### src/design/bhq_pkg.sv
`default_nettype none

package bhq_pkg;

   typedef enum logic [3:0] {
      ST_IDLE,
      ST_DECODE,
      ST_UP_CHECK,
      ST_UP_CMP,
      ST_DN_LOAD,
      ST_DN_CHECK,
      ST_DN_LEFT,
      ST_DN_RIGHT,
      ST_DN_CMP,
      ST_DONE
   } state_type;

   typedef enum logic [1:0] {
      RD_PARENT,
      RD_LAST,
      RD_LEFT,
      RD_RIGHT
   } rd_sel_type;

   typedef enum logic [1:0] {
      WR_ITEM,
      WR_READ,
      WR_CAND
   } wr_sel_type;

   typedef enum logic [1:0] {
      ERR_OK    = 2'd0,
      ERR_FULL  = 2'd1,
      ERR_EMPTY = 2'd2
   } err_type;

   localparam logic FUNC_PUSH = 1'b0;
   localparam logic FUNC_POP  = 1'b1;

   typedef struct packed {
      logic       accept;
      logic       rd_en;
      rd_sel_type rd_sel;
      logic       wr_en;
      wr_sel_type wr_sel;
      logic       pos_from_count;
      logic       pos_clear;
      logic       pos_to_parent;
      logic       pos_to_cand;
      logic       cnt_inc;
      logic       cnt_dec;
      logic       load_item;
      logic       load_left;
      logic       load_right;
      logic       set_err;
      err_type    err;
      logic       rsp;
   } cmd_type;

   typedef struct packed {
      logic func_pop;
      logic full;
      logic empty;
      logic pos_zero;
      logic item_greater;
      logic kid_end;
      logic right_ok;
      logic right_greater;
      logic cand_greater;
   } status_type;

endpackage

`default_nettype wire

### src/design/bhq_ctrl.sv
`default_nettype none

module bhq_ctrl (
   input  wire logic               clock,
   input  wire logic               reset,
   input  wire logic               start,
   input  wire bhq_pkg::status_type status,
   output bhq_pkg::cmd_type        cmd,
   output logic                    busy
);

   bhq_pkg::state_type state_ff;
   bhq_pkg::state_type state_in;

   always_ff @(posedge clock) begin
      if (reset) begin
         state_ff <= bhq_pkg::ST_IDLE;
      end else begin
         state_ff <= state_in;
      end
   end

   always_comb begin
      state_in = state_ff;
      case (state_ff)
         bhq_pkg::ST_IDLE: begin
            if (start) state_in = bhq_pkg::ST_DECODE;
         end
         bhq_pkg::ST_DECODE: begin
            if (status.func_pop) begin
               state_in = status.empty ? bhq_pkg::ST_DONE : bhq_pkg::ST_DN_LOAD;
            end else begin
               state_in = status.full ? bhq_pkg::ST_DONE : bhq_pkg::ST_UP_CHECK;
            end
         end
         bhq_pkg::ST_UP_CHECK: begin
            state_in = status.pos_zero ? bhq_pkg::ST_DONE : bhq_pkg::ST_UP_CMP;
         end
         bhq_pkg::ST_UP_CMP: begin
            state_in = status.item_greater ? bhq_pkg::ST_UP_CHECK : bhq_pkg::ST_DONE;
         end
         bhq_pkg::ST_DN_LOAD: begin
            state_in = status.empty ? bhq_pkg::ST_DONE : bhq_pkg::ST_DN_CHECK;
         end
         bhq_pkg::ST_DN_CHECK: begin
            state_in = status.kid_end ? bhq_pkg::ST_DONE : bhq_pkg::ST_DN_LEFT;
         end
         bhq_pkg::ST_DN_LEFT: begin
            state_in = status.right_ok ? bhq_pkg::ST_DN_RIGHT : bhq_pkg::ST_DN_CMP;
         end
         bhq_pkg::ST_DN_RIGHT: begin
            state_in = bhq_pkg::ST_DN_CMP;
         end
         bhq_pkg::ST_DN_CMP: begin
            state_in = status.cand_greater ? bhq_pkg::ST_DN_CHECK : bhq_pkg::ST_DONE;
         end
         bhq_pkg::ST_DONE: begin
            state_in = bhq_pkg::ST_IDLE;
         end
         default: begin
            state_in = bhq_pkg::ST_IDLE;
         end
      endcase
   end

   always_comb begin
      cmd        = '0;
      cmd.rd_sel = bhq_pkg::RD_PARENT;
      cmd.wr_sel = bhq_pkg::WR_ITEM;
      cmd.err    = bhq_pkg::ERR_OK;
      busy       = (state_ff != bhq_pkg::ST_IDLE);
      case (state_ff)
         bhq_pkg::ST_IDLE: begin
            cmd.accept = start;
         end
         bhq_pkg::ST_DECODE: begin
            if (status.func_pop) begin
               if (status.empty) begin
                  cmd.set_err = 1'b1;
                  cmd.err     = bhq_pkg::ERR_EMPTY;
               end else begin
                  cmd.rd_en     = 1'b1;
                  cmd.rd_sel    = bhq_pkg::RD_LAST;
                  cmd.cnt_dec   = 1'b1;
                  cmd.pos_clear = 1'b1;
               end
            end else begin
               if (status.full) begin
                  cmd.set_err = 1'b1;
                  cmd.err     = bhq_pkg::ERR_FULL;
               end else begin
                  cmd.pos_from_count = 1'b1;
                  cmd.cnt_inc        = 1'b1;
               end
            end
         end
         bhq_pkg::ST_UP_CHECK: begin
            if (status.pos_zero) begin
               cmd.wr_en = 1'b1;
            end else begin
               cmd.rd_en  = 1'b1;
               cmd.rd_sel = bhq_pkg::RD_PARENT;
            end
         end
         bhq_pkg::ST_UP_CMP: begin
            cmd.wr_en = 1'b1;
            if (status.item_greater) begin
               cmd.wr_sel        = bhq_pkg::WR_READ;
               cmd.pos_to_parent = 1'b1;
            end
         end
         bhq_pkg::ST_DN_LOAD: begin
            cmd.load_item = ~status.empty;
         end
         bhq_pkg::ST_DN_CHECK: begin
            if (status.kid_end) begin
               cmd.wr_en = 1'b1;
            end else begin
               cmd.rd_en  = 1'b1;
               cmd.rd_sel = bhq_pkg::RD_LEFT;
            end
         end
         bhq_pkg::ST_DN_LEFT: begin
            cmd.load_left = 1'b1;
            if (status.right_ok) begin
               cmd.rd_en  = 1'b1;
               cmd.rd_sel = bhq_pkg::RD_RIGHT;
            end
         end
         bhq_pkg::ST_DN_RIGHT: begin
            cmd.load_right = status.right_greater;
         end
         bhq_pkg::ST_DN_CMP: begin
            cmd.wr_en = 1'b1;
            if (status.cand_greater) begin
               cmd.wr_sel      = bhq_pkg::WR_CAND;
               cmd.pos_to_cand = 1'b1;
            end
         end
         bhq_pkg::ST_DONE: begin
            cmd.rsp = 1'b1;
         end
         default: begin
            cmd = '0;
         end
      endcase
   end

endmodule

`default_nettype wire

### config.mk
export PLATFORM = sky130hd
export DESIGN_NAME = bhq_ctrl
export DESIGN_NICKNAME = d
export VERILOG_FILES = /design/src/design/bhq_pkg.sv /design/src/design/bhq_ctrl.sv
export SDC_FILE = /design/constraint.sdc
export NUM_CORES = 1
export LEC_CHECK = 0
export BUFFER_PORTS_ARGS = -buffer_cell sky130_fd_sc_hd__buf_4
export CORE_AREA = 2 2 39 41
export DETAILED_ROUTE_END_ITERATION = 6
export DIE_AREA = 0 0 41 43
export PLACE_DENSITY = 0.75
export SYNTH_ARGS = -nofsm -noshare
export SYNTH_HDL_FRONTEND = slang
export SYNTH_SLANG_ARGS = --single-unit
### constraint.sdc
create_clock -name clock -period 2.35 [get_ports clock]
set_clock_uncertainty 0.2 [all_clocks]
set_input_delay 0 -clock clock [delete_from_list [all_inputs] [get_ports clock]]
set_output_delay 0 -clock clock [all_outputs]
set_load 0.005 [all_outputs]
# == Word-level counts from Yosys, hierarchy flattened ==
# Index checks and enable logic that the tools add are counted.
# word_totals
rom_bits,0
ram_bits,0
ff_bits,4
memories,0
output_inout_bits,21
wordCells,56
latchBits,0
# classes
reduce_logical,3
n_addsub,0
mul,0
n_mux,41
shift,0
n_div,0
order_cmp,0
n_bitwise,1
eq_ne,10
# op_table
operator,n
2-to-1 mux 4 bit,10
case mux 4 bit (9 select lines),1
2-to-1 mux 3 bit,9
"equality test 4 x 3 -> 1 bit, second input constant",4
2-to-1 mux 1 bit,16
case mux 3 bit (4 select lines),1
"equality test 4 x 2 -> 1 bit, second input constant",2
"equality test 4 bit, second input constant",2
"equality test 4 x 1 -> 1 bit, second input constant",1
logical NOT 4 bit,1
2-to-1 mux 2 bit,2
case mux 2 bit (2 select lines),1
nonzero test 4 bit,1
case mux 1 bit (3 select lines),1
"!= test 2 bit, second input constant",1
OR reduction 2 bit,1
inverter 1 bit,1

# == Depth between registers and ports, before layout ==
# Gate-level depths: netlist (run 1).
# depth
ltp_word,3
depth_mapped,6
depth_no_buf,4

# == Worst setup path before layout (run 1) ==
# Ideal clock, no wire load.
# synth_path
path_type,register to register
startpoint,reg state_ff[3]
endpoint,reg state_ff[2]
t_arrival_ns,1.412
n_path_buf,1
required_ns,2.076
stages_incl_launch_ff,6
setup_time_ns,0.074
slack_ns,0.664
path_cell_list,dfxtp_1 buf_6 or4b_4 nor3b_4 nor2_1 a31oi_1
# synth_via
elab_chain_len,2
# synth_lines
item,line_no,text
start: declaration,bhq_ctrl.sv:12,bhq_pkg::state_type state_ff;
start signal: assignment,bhq_ctrl.sv:17,state_ff <= bhq_pkg::ST_IDLE;
start signal: assignment,bhq_ctrl.sv:19,state_ff <= state_in;
"equality test 4 bit, or another cell as far along",bhq_ctrl.sv:25,case (state_ff)
case mux 4 bit (9 select lines) or != test 2 bit (tied branches),-,
# Parallel ways exist; a longest one is shown, timed or not.
# A chain may end at the register's enable or synchronous reset.

==> results of run 1 <==
## Yosys cell counts (all sizes together)
| cell type | n | area share |
|---|---|---|
| and2b | 1 | 0.015 |
| or4b | 1 | 0.027 |
| and3 | 1 | 0.012 |
| nor4 | 2 | 0.025 |
| a21oi | 3 | 0.037 |
| nand2 | 4 | 0.030 |
| nand3b | 2 | 0.030 |
| dfxtp | 4 | 0.16 |
| a21o | 2 | 0.030 |
| nor3b | 2 | 0.052 |
| a41oi | 1 | 0.017 |
| and4b | 2 | 0.040 |
| o21ai | 3 | 0.030 |
| inv | 4 | 0.030 |
| clkbuf | 3 | 0.022 |
| o21bai | 1 | 0.015 |
| a221o | 1 | 0.020 |
| nor2 | 13 | 0.097 |
| nor4b | 1 | 0.017 |
| or3 | 1 | 0.012 |
| a311o | 1 | 0.020 |
| and3b | 2 | 0.035 |
| nand3 | 3 | 0.030 |
| o31ai | 1 | 0.015 |
| a31oi | 4 | 0.050 |
| nor4bb | 1 | 0.020 |
| nand2b | 1 | 0.012 |
| nor3 | 1 | 0.010 |
| o211a | 1 | 0.020 |
| buf | 4 | 0.067 |
## metal layers
| metal | track usage | part of all wire | up-vias | wire length, um |
|---|---|---|---|---|
| met1 | 0.254 | 0.46 | 308 | 701 |
| met2 | 0.284 | 0.45 | 32 | 694 |
| met5 | 0 | 0 | - | 0 |
| met4 | 0.0600 | 0.011 | 0 | 17 |
| met3 | 0.0209 | 0.081 | 2 | 124 |
| li1 | - | - | 331 | - |
## power by group through the flow
stage           logic, W  clock network (W)  registers (W)
2_1_floorplan  0.0000688                  0      0.0000788
4_1_cts         0.000114          0.0000877      0.0000894
3_3_place_gp    0.000106                  0      0.0000902
6_report        0.000114          0.0000852      0.0000897
5_1_grt         0.000126          0.0000935      0.0000917
3_5_place_dp    0.000107                  0      0.0000904
## logic make-up after synthesis
kind of cell           synth area share
AOI/OAI and AO/OA                 0.254
buffers and inverters             0.120
DFF                               0.160
and+or+nand+nor                   0.466
## critical path, cell delays in order (launching register included)
cell and delay, ns:
dfxtp_1 0.59, or4b_4 0.58, nor3b_4 0.30, or3_1 0.16, buf_4 0.10
## cells in the final DEF, fill, tap and decap left out
cell,count
inv_1,4
nor3b_1,1
or3_1,1
clkbuf_4,3
nor3_1,1
nand2_1,4
a41oi_1,1
o21bai_1,1
and4b_1,2
dfxtp_1,4
and3_1,1
nand3_1,3
nor4_1,2
nor2_1,13
nand3b_1,2
o211a_1,1
a21oi_2,1
a21oi_1,2
nor4b_1,1
a221o_1,1
buf_4,32
nor4bb_1,1
and2b_1,1
nand2b_1,1
and3b_1,2
o31ai_1,1
a21o_1,2
dlygate4sd3_1,5
o21ai_0,3
a311o_1,1
nor3b_4,1
a31oi_1,4
or4b_4,1
## worst paths after layout
check                           slack [ns]  cells after the start           to        start
worst min register to register        0.54                      2  state_ff[3]  state_ff[3]
worst max-delay path                  0.17                      4      cmd[18]  state_ff[0]
worst min-delay path                  0.01                      4  state_ff[1]    status[7]
worst max register to register        0.39                      4  state_ff[2]  state_ff[0]
## final cells by class
class / instances / area [sq um] / area share
multi-input cells: 56 / 362 / 0.458
flip-flops and latches: 4 / 80.1 / 0.101
well taps: 16 / 20.0 / 0.0254
inverters: 4 / 15.0 / 0.0190
repair buffers: 37 / 290 / 0.368
clock buffers: 3 / 22.5 / 0.0285
## per-stage QoR
stage          std cells  hold WS [ns]  setup slack (ns)   util
6_report             120       0.00972             0.171  0.571
4_1_cts              120        0.0107             0.195  0.571
3_3_place_gp         112        0.0765             0.455  0.518
3_5_place_dp         112        0.0859             0.403  0.518
5_1_grt              120        0.0489            0.0765  0.571
2_1_floorplan         71        -0.170             0.664      -
==> run summary, run 1 <==
run status: complete, no violations
crit-path max FO: 17
cts bufs inserted: 3
Die W: 41 um
Iter 0 DRT Violations: 7
fin crit share: 0.927
worst hold path class: in2reg
Worst setup SP type: flip-flop
Clock power frac: 0.295
CTS max path bufs: 2
Final Hold Fails: 0
Worst EP required: 2.15 ns
Combinational Power Share: 0.395
area added between synthesis and finish: 57.4%
placed cell areas: 717 sq um
postcts setup bufs: 0
Setup crit end kind: output port
setup_tns: 0 ns
final instance area: 790 sq um
Final Max Tran Viols: 0
Worst-Margin Slew: 0.487 ns
Seq/Total Area, Yosys: 0.160
TritonCTS Sinks: 4
Final Power: 0.000289 W
Port Buffers: 32
Die H: 43 um
grt total ovfl: 0
CTS tree: yes
Largest Register: state_ff
RSZ-0062 raised after global routing: no
largest net degree at the start of global routing: 18
WS Path Type: reg2out
worst vdd rail ir drop: 0.171 mV
Mapped Avg Cell Area: 7.07 sq um
share of cells above drive strength 1: 0.365
power per standard cell area: 366 mW/mm^2
DRC viols: 0
final layout net count: 118
slew margin rel.: 0.675
Seq pwr share: 0.310
Ports: 33
Sw Pwr: 0.0000934 W
drt total wl: 1540 um
Leak: 0.405 nW
max frequency: 0.459 GHz
Pre-Repair DR Iteration Count: 4
initial antenna violation count: 0
WP data arrival: 1.98 ns
warnings from Yosys: 0
first-pass GRT wire length: 2330 um
RePlAce Congestion: 0.883
clock-pin slew on the worst setup and hold paths: 0.04 ns
site row count: 14
H-tree levels: 1
total track usage: 0.184
max reg flops: 4
min cycle time layout: 2.18 ns
worst-skew pair later-pin latency: 0.23 ns
Syn Inst Count: 71
Antenna diodes: 0
vias per inst: 5.61
clk root buf: clkbuf_4
Regs by FF count: state_ff (4)
Yosys cell types: 33
filler cell count: 141
post-cts sizing count: 0
sw frac: 0.323
Int Pwr: 0.000196 W
ANT nets after route: 0
Die ar.: 0.00176 sq mm
max cap viols: 0
Synth Register Bits: 4
Initial Util: 0.363
mapped cell area: 502 sq um
# hold bufs at CTS: 5
total core area: 0.00138 sq mm
vias in the first global route: 540
routed len/inst: 12.8 um
routed vias: 673
DP HPWL: 1110 um
Final Setup Violations: 0
syn nets: 83
No activity file was read; power rests on OpenSTA's default activity.
==> run 2, diff against run 1 <==
--- a/config.mk
+++ b/config.mk
@@ -7,8 +7,10 @@
 export LEC_CHECK = 0
 export BUFFER_PORTS_ARGS = -buffer_cell sky130_fd_sc_hd__buf_4
 export CORE_AREA = 2 2 39 41
+export CTS_BUF_LIST = sky130_fd_sc_hd__clkbuf_4 sky130_fd_sc_hd__clkbuf_8 sky130_fd_sc_hd__clkbuf_16
 export DETAILED_ROUTE_END_ITERATION = 6
 export DIE_AREA = 0 0 41 43
+export HOLD_SLACK_MARGIN = 0.05
 export PLACE_DENSITY = 0.75
 export SYNTH_ARGS = -nofsm -noshare
 export SYNTH_HDL_FRONTEND = slang
==> constraint.sdc (replaced) <==
create_clock -name clock -period 2.35 [get_ports clock]
set_clock_uncertainty 0.2 [all_clocks]
set_input_delay 0.3525 -clock clock [delete_from_list [all_inputs] [get_ports clock]]
set_output_delay 0.3525 -clock clock [all_outputs]
set_load 0.005 [all_outputs]
==> run summary, run 2 (synthesized netlist as in run 1, its figures left out) <==
clk root buf: clkbuf_4
worst-skew pair later-pin latency: 0.23 ns
# hold bufs at CTS: 0
met3 routed WL: 165 um
total core area: 0.00138 sq mm
placed cell areas: 747 sq um
final instance area: 769 sq um
CTS tree: yes
Worst-Margin Slew: 0.455 ns
share of cells above drive strength 1: 0.408
total track usage: 0.171
max cap viols: 0
most common cell after layout, fill and taps aside: buf_4
setup_tns: 0 ns
most frequent cells in the layout: buf_4 (36), nor2_1 (13)
max frequency: 0.438 GHz
routed vias: 674
fin crit share: 0.972
Met2 Routed Length: 733 um
grt total ovfl: 0
vias per inst: 5.66
H-tree levels: 1
postcts setup bufs: 0
RePlAce Congestion: 0.865
area of the multi-input gates: 362 sq um
Setup crit end kind: output port
max reg flops: 4
WS Path Type: reg2out
ANT nets after route: 0
site row count: 14
vias in the first global route: 567
CTS max path bufs: 2
WP data arrival: 1.73 ns
Final Hold Fails: 0
TritonCTS Sinks: 4
final layout net count: 117
DP HPWL: 1230 um
min cycle time layout: 2.28 ns
slew margin rel.: 0.695
worst vdd rail ir drop: 0.251 mV
Antenna diodes: 0
drt total wl: 1510 um
Pre-Repair DR Iteration Count: 4
Die H: 43 um
run status: complete, no violations
Top Metal Used: met3
Die W: 41 um
critical path's slowest cell: or4b_4
clock-pin slew on the worst setup and hold paths: 0.04 ns
CP peak stage delay: 0.59 ns
Leak: 0.405 nW
Final Setup Violations: 0
routed len/inst: 12.7 um
Worst EP required: 1.80 ns
RSZ-0062 raised after global routing: no
M1 WL: 613 um
worst hold path class: in2reg
post-cts sizing count: 0
Ports: 33
initial antenna violation count: 0
Seq. cell area: 80.1 sq um
R2R setup slack: 0.52 ns
Regs by FF count: state_ff (4)
Initial Util: 0.363
Port Buffers: 32
Worst setup SP type: flip-flop
crit-path max FO: 9
CP Cell Sequence: or4b_4 -> nor3b_4 -> or3_1 -> buf_4
Iter 0 DRT Violations: 13
Die ar.: 0.00176 sq mm
first-pass GRT wire length: 2220 um
Final Max Tran Viols: 0
Largest Register: state_ff
filler cell count: 148
power per standard cell area: 372 mW/mm^2
DRC viols: 0
cts bufs inserted: 3
largest net degree at the start of global routing: 16
area added between synthesis and finish: 53.4%
## run 2: cell types whose count changed in the layout (fill, tap and decap cells not counted), sizes merged
cell	change
dlygate4sd3	-5
buf	+4
## run 2: cell type report
class | instances | share of cell area
Clock buffer | 3 | 0.0293
Inverter | 4 | 0.0195
Multi-Input combinational cell | 56 | 0.470
Sequential cell | 4 | 0.104
Tap cell | 16 | 0.0260
Timing Repair Buffer | 36 | 0.351
## run 2: critical path, delay by kind of cell (launching register included)
| family | cells | cell delay (ns) |
|---|---|---|
| buf+inv | 1 | 0.10 |
| flops | 1 | 0.38 |
| simple gates | 3 | 1.03 |
## run 2: stage by stage
step | setup WS (ns) | hold WS [ns] | utilization | cells | power [W]
global route | 0.00502 | 0.299 | 0.556 | 119 | 0.000306
CTS | 0.0515 | 0.268 | 0.556 | 119 | 0.000289
finish | 0.0652 | 0.277 | 0.556 | 119 | 0.000286
detailed placement | 0.296 | 0.489 | 0.540 | 116 | 0.000207
global placement | 0.314 | 0.474 | 0.540 | 116 | 0.000205
floorplan | 0.374 | 0.343 | - | 71 | 0.000148
## run 2: path summary, 6_finish.rpt
check	start	to	cells after the start
setup / recovery	state_ff[3]	cmd[18]	4
hold / removal	status[0]	state_ff[2]	3
setup reg to reg	state_ff[2]	state_ff[2]	5
hold reg to reg	state_ff[3]	state_ff[3]	2
## run 2: layer usage
metal	up-vias	global-route usage
li1	329	-
met1	309	0.226
met2	36	0.281
met3	0	0.0105
met4	0	0.0533
met5	-	0
## run 2: power breakdown
| part | internal, W | switching [W] | leakage [nW] |
|---|---|---|---|
| Clock | 0.0000568 | 0.0000231 | 0.0138 |
| Combinational | 0.0000670 | 0.0000609 | 0.358 |
| Sequential | 0.0000732 | 0.00000505 | 0.0326 |
| Total | 0.000197 | 0.0000891 | 0.405 |
==> run 3, diff against run 2 <==
--- a/config.mk
+++ b/config.mk
@@ -5,13 +5,14 @@
 export SDC_FILE = /design/constraint.sdc
 export NUM_CORES = 1
 export LEC_CHECK = 0
+export ABC_AREA = 1
 export BUFFER_PORTS_ARGS = -buffer_cell sky130_fd_sc_hd__buf_4
 export CORE_AREA = 2 2 39 41
 export CTS_BUF_LIST = sky130_fd_sc_hd__clkbuf_4 sky130_fd_sc_hd__clkbuf_8 sky130_fd_sc_hd__clkbuf_16
 export DETAILED_ROUTE_END_ITERATION = 6
 export DIE_AREA = 0 0 41 43
 export HOLD_SLACK_MARGIN = 0.05
-export PLACE_DENSITY = 0.75
+export PLACE_DENSITY = 0.77
 export SYNTH_ARGS = -nofsm -noshare
 export SYNTH_HDL_FRONTEND = slang
 export SYNTH_SLANG_ARGS = --single-unit
==> run summary, run 3 <==
Final Setup Violations: 0
r2r startpoint: state_ff[3]
Final Hold Fails: 0
Util after Layout: 0.569
initial antenna violation count: 0
worst hold path class: in2reg
Synth area leader: dfxtp_1
Initial Util: 0.381
filler cell count: 146
clock-pin slew on the worst setup and hold paths: 0.03 ns
Post-Place Cells: 140
Post-synth EDFFs: 0
warnings from Yosys: 0
Register-to-Register Path Depth: 5
grt total ovfl: 0
top_reg_cell synth: dfxtp_1
DRC viols: 0
setup_tns: 0 ns
Setup crit end kind: output port
final layout net count: 141
Final Power: 0.000448 W
max cap viols: 0
count leader, synth: inv_1
cts bufs inserted: 3
share of cells above drive strength 1: 0.354
Worst EP required: 1.80 ns
Seq/Total Area, Yosys: 0.152
syn nets: 107
min cycle time layout: 1.91 ns
most common cell after layout, fill and taps aside: buf_4
crit-path leading delay family: simple AND/OR/NAND/NOR gates
worst vdd rail ir drop: 0.424 mV
Port Buffers: 32
slew margin rel.: 0.763
fin crit share: 0.812
total core area: 0.00138 sq mm
critical path's slowest cell: dfxtp_1
Final Max Tran Viols: 0
mapped cell area: 527 sq um
Hold Startpoint: reset
site row count: 14
Largest Register: state_ff
Synth async-reset ratio: 0
H-tree levels: 1
Regs by FF count: state_ff (4)
Leak: 0.521 nW
WS Path Type: reg2out
synth cell count leaders: inv_1 (21), nand2_1 (17), nor2_1 (16)
TritonCTS Sinks: 4
Pre-Repair DR Iteration Count: 4
Syn Inst Count: 95
synth top area cells: dfxtp_1 (15%), inv_1 (15%), nand2_1 (12%)
CTS max path bufs: 2
first-pass GRT wire length: 2190 um
clk root buf: clkbuf_4
routed vias: 651
Yosys cell types: 17
routed len/inst: 9.76 um
run status: complete, no violations
Ports: 33
Die W: 41 um
Antenna diodes: 0
RSZ-0062 raised after global routing: no
Worst-Margin Slew: 0.354 ns
largest net degree at the start of global routing: 9
Hold Slack: 0.107 ns
WP data arrival: 1.36 ns
R2R setup slack: 0.95 ns
RR Endpoint: state_ff[2]
RePlAce Congestion: 0.870
top cell type's share of synthesized area: 0.152
DP HPWL: 1220 um
power per standard cell area: 570 mW/mm^2
drt total wl: 1400 um
max frequency: 0.524 GHz
ANT nets after route: 0
Mapped Avg Cell Area: 5.54 sq um
vias per inst: 4.55
Seq. cell area: 80.1 sq um
worst-skew pair later-pin latency: 0.23 ns
sink of the worst hold path: state_ff[2]
hold depth: 2
area added between synthesis and finish: 49.4%
Iter 0 DRT Violations: 8
Critical Path Most Common Cell: nand4_1
Worst setup SP type: flip-flop
most frequent cells in the layout: buf_4 (32), inv_1 (21), nand2_1 (17)
vias in the first global route: 581
Die ar.: 0.00176 sq mm
Synth Register Bits: 4
max reg flops: 4
# hold bufs at CTS: 0
post-cts sizing count: 0
CTS tree: yes
CP peak stage delay: 0.35 ns
total track usage: 0.178
CP Cell Sequence: nor2_1 -> nand4_1 -> nand4_1 -> buf_4
area of the multi-input gates: 334 sq um
non-filler instance count after layout: 143
Die H: 43 um
postcts setup bufs: 0
crit-path max FO: 6
CP bufs+invs: 1
Critical path origin: state_ff[3]
==> run 3: cell count changes in the layout (fill, tap and decap cells not counted), sizes merged, moves of 3 or more <==
cell and delta:
a31oi -4, buf -4, inv +20, nand2 +15
nand3 +10, nand4 +3, nor2 +7
==> run 3: power breakdown <==
group	internal, W	total (W)	switching [W]
registers	0.0000813	0.000108	0.0000265
logic	0.000116	0.000260	0.000144
clock network	0.0000568	0.0000805	0.0000237
total	0.000254	0.000448	0.000194
==> run 3: through the flow <==
step / worst slack (ns) / instance area (sq um)
finish: 0.441 / 787
global route: 0.254 / 787
CTS: 0.422 / 787
detailed placement: 0.676 / 764
global placement: 0.709 / 764
floorplan: 0.779 / 527
==> run 3: cells by family after synthesis <==
kind of cell    share of synthesized area
buf+inv                             0.214
flops                               0.152
compound gates                     0.0475
simple gates                        0.587
==> run 3: worst max path at each step <==
| stage | to | cells past startpoint |
|---|---|---|
| after floorplan | cmd[11] | 5 |
| after detailed placement | cmd[18] | 4 |
| after CTS | cmd[18] | 4 |
| after global placement | cmd[18] | 4 |
| final | cmd[18] | 4 |
| after global routing | cmd[11] | 4 |
==> run 3: layout make-up <==
type / instances / share of cell area
clock buffers: 3 / 0.0286
well taps: 16 / 0.0254
repair buffers: 32 / 0.305
multi-input cells: 64 / 0.424
flip-flops and latches: 4 / 0.102
inverters: 24 / 0.114
==> run 3: worst register-to-register path: cells and delay by family (launching register included) <==
kind	cells	cell delay (ns)
and+or+nand+nor	5	0.79
DFF	1	0.35
==> run 3: metal layers <==
metal / wire [um] / vias to the layer above / global-route usage
met4: 0 / 0 / 0.0800
met2: 687 / 22 / 0.300
met3: 103 / 0 / 0.0157
li1: - / 356 / -
met5: 0 / - / 0
met1: 604 / 273 / 0.213
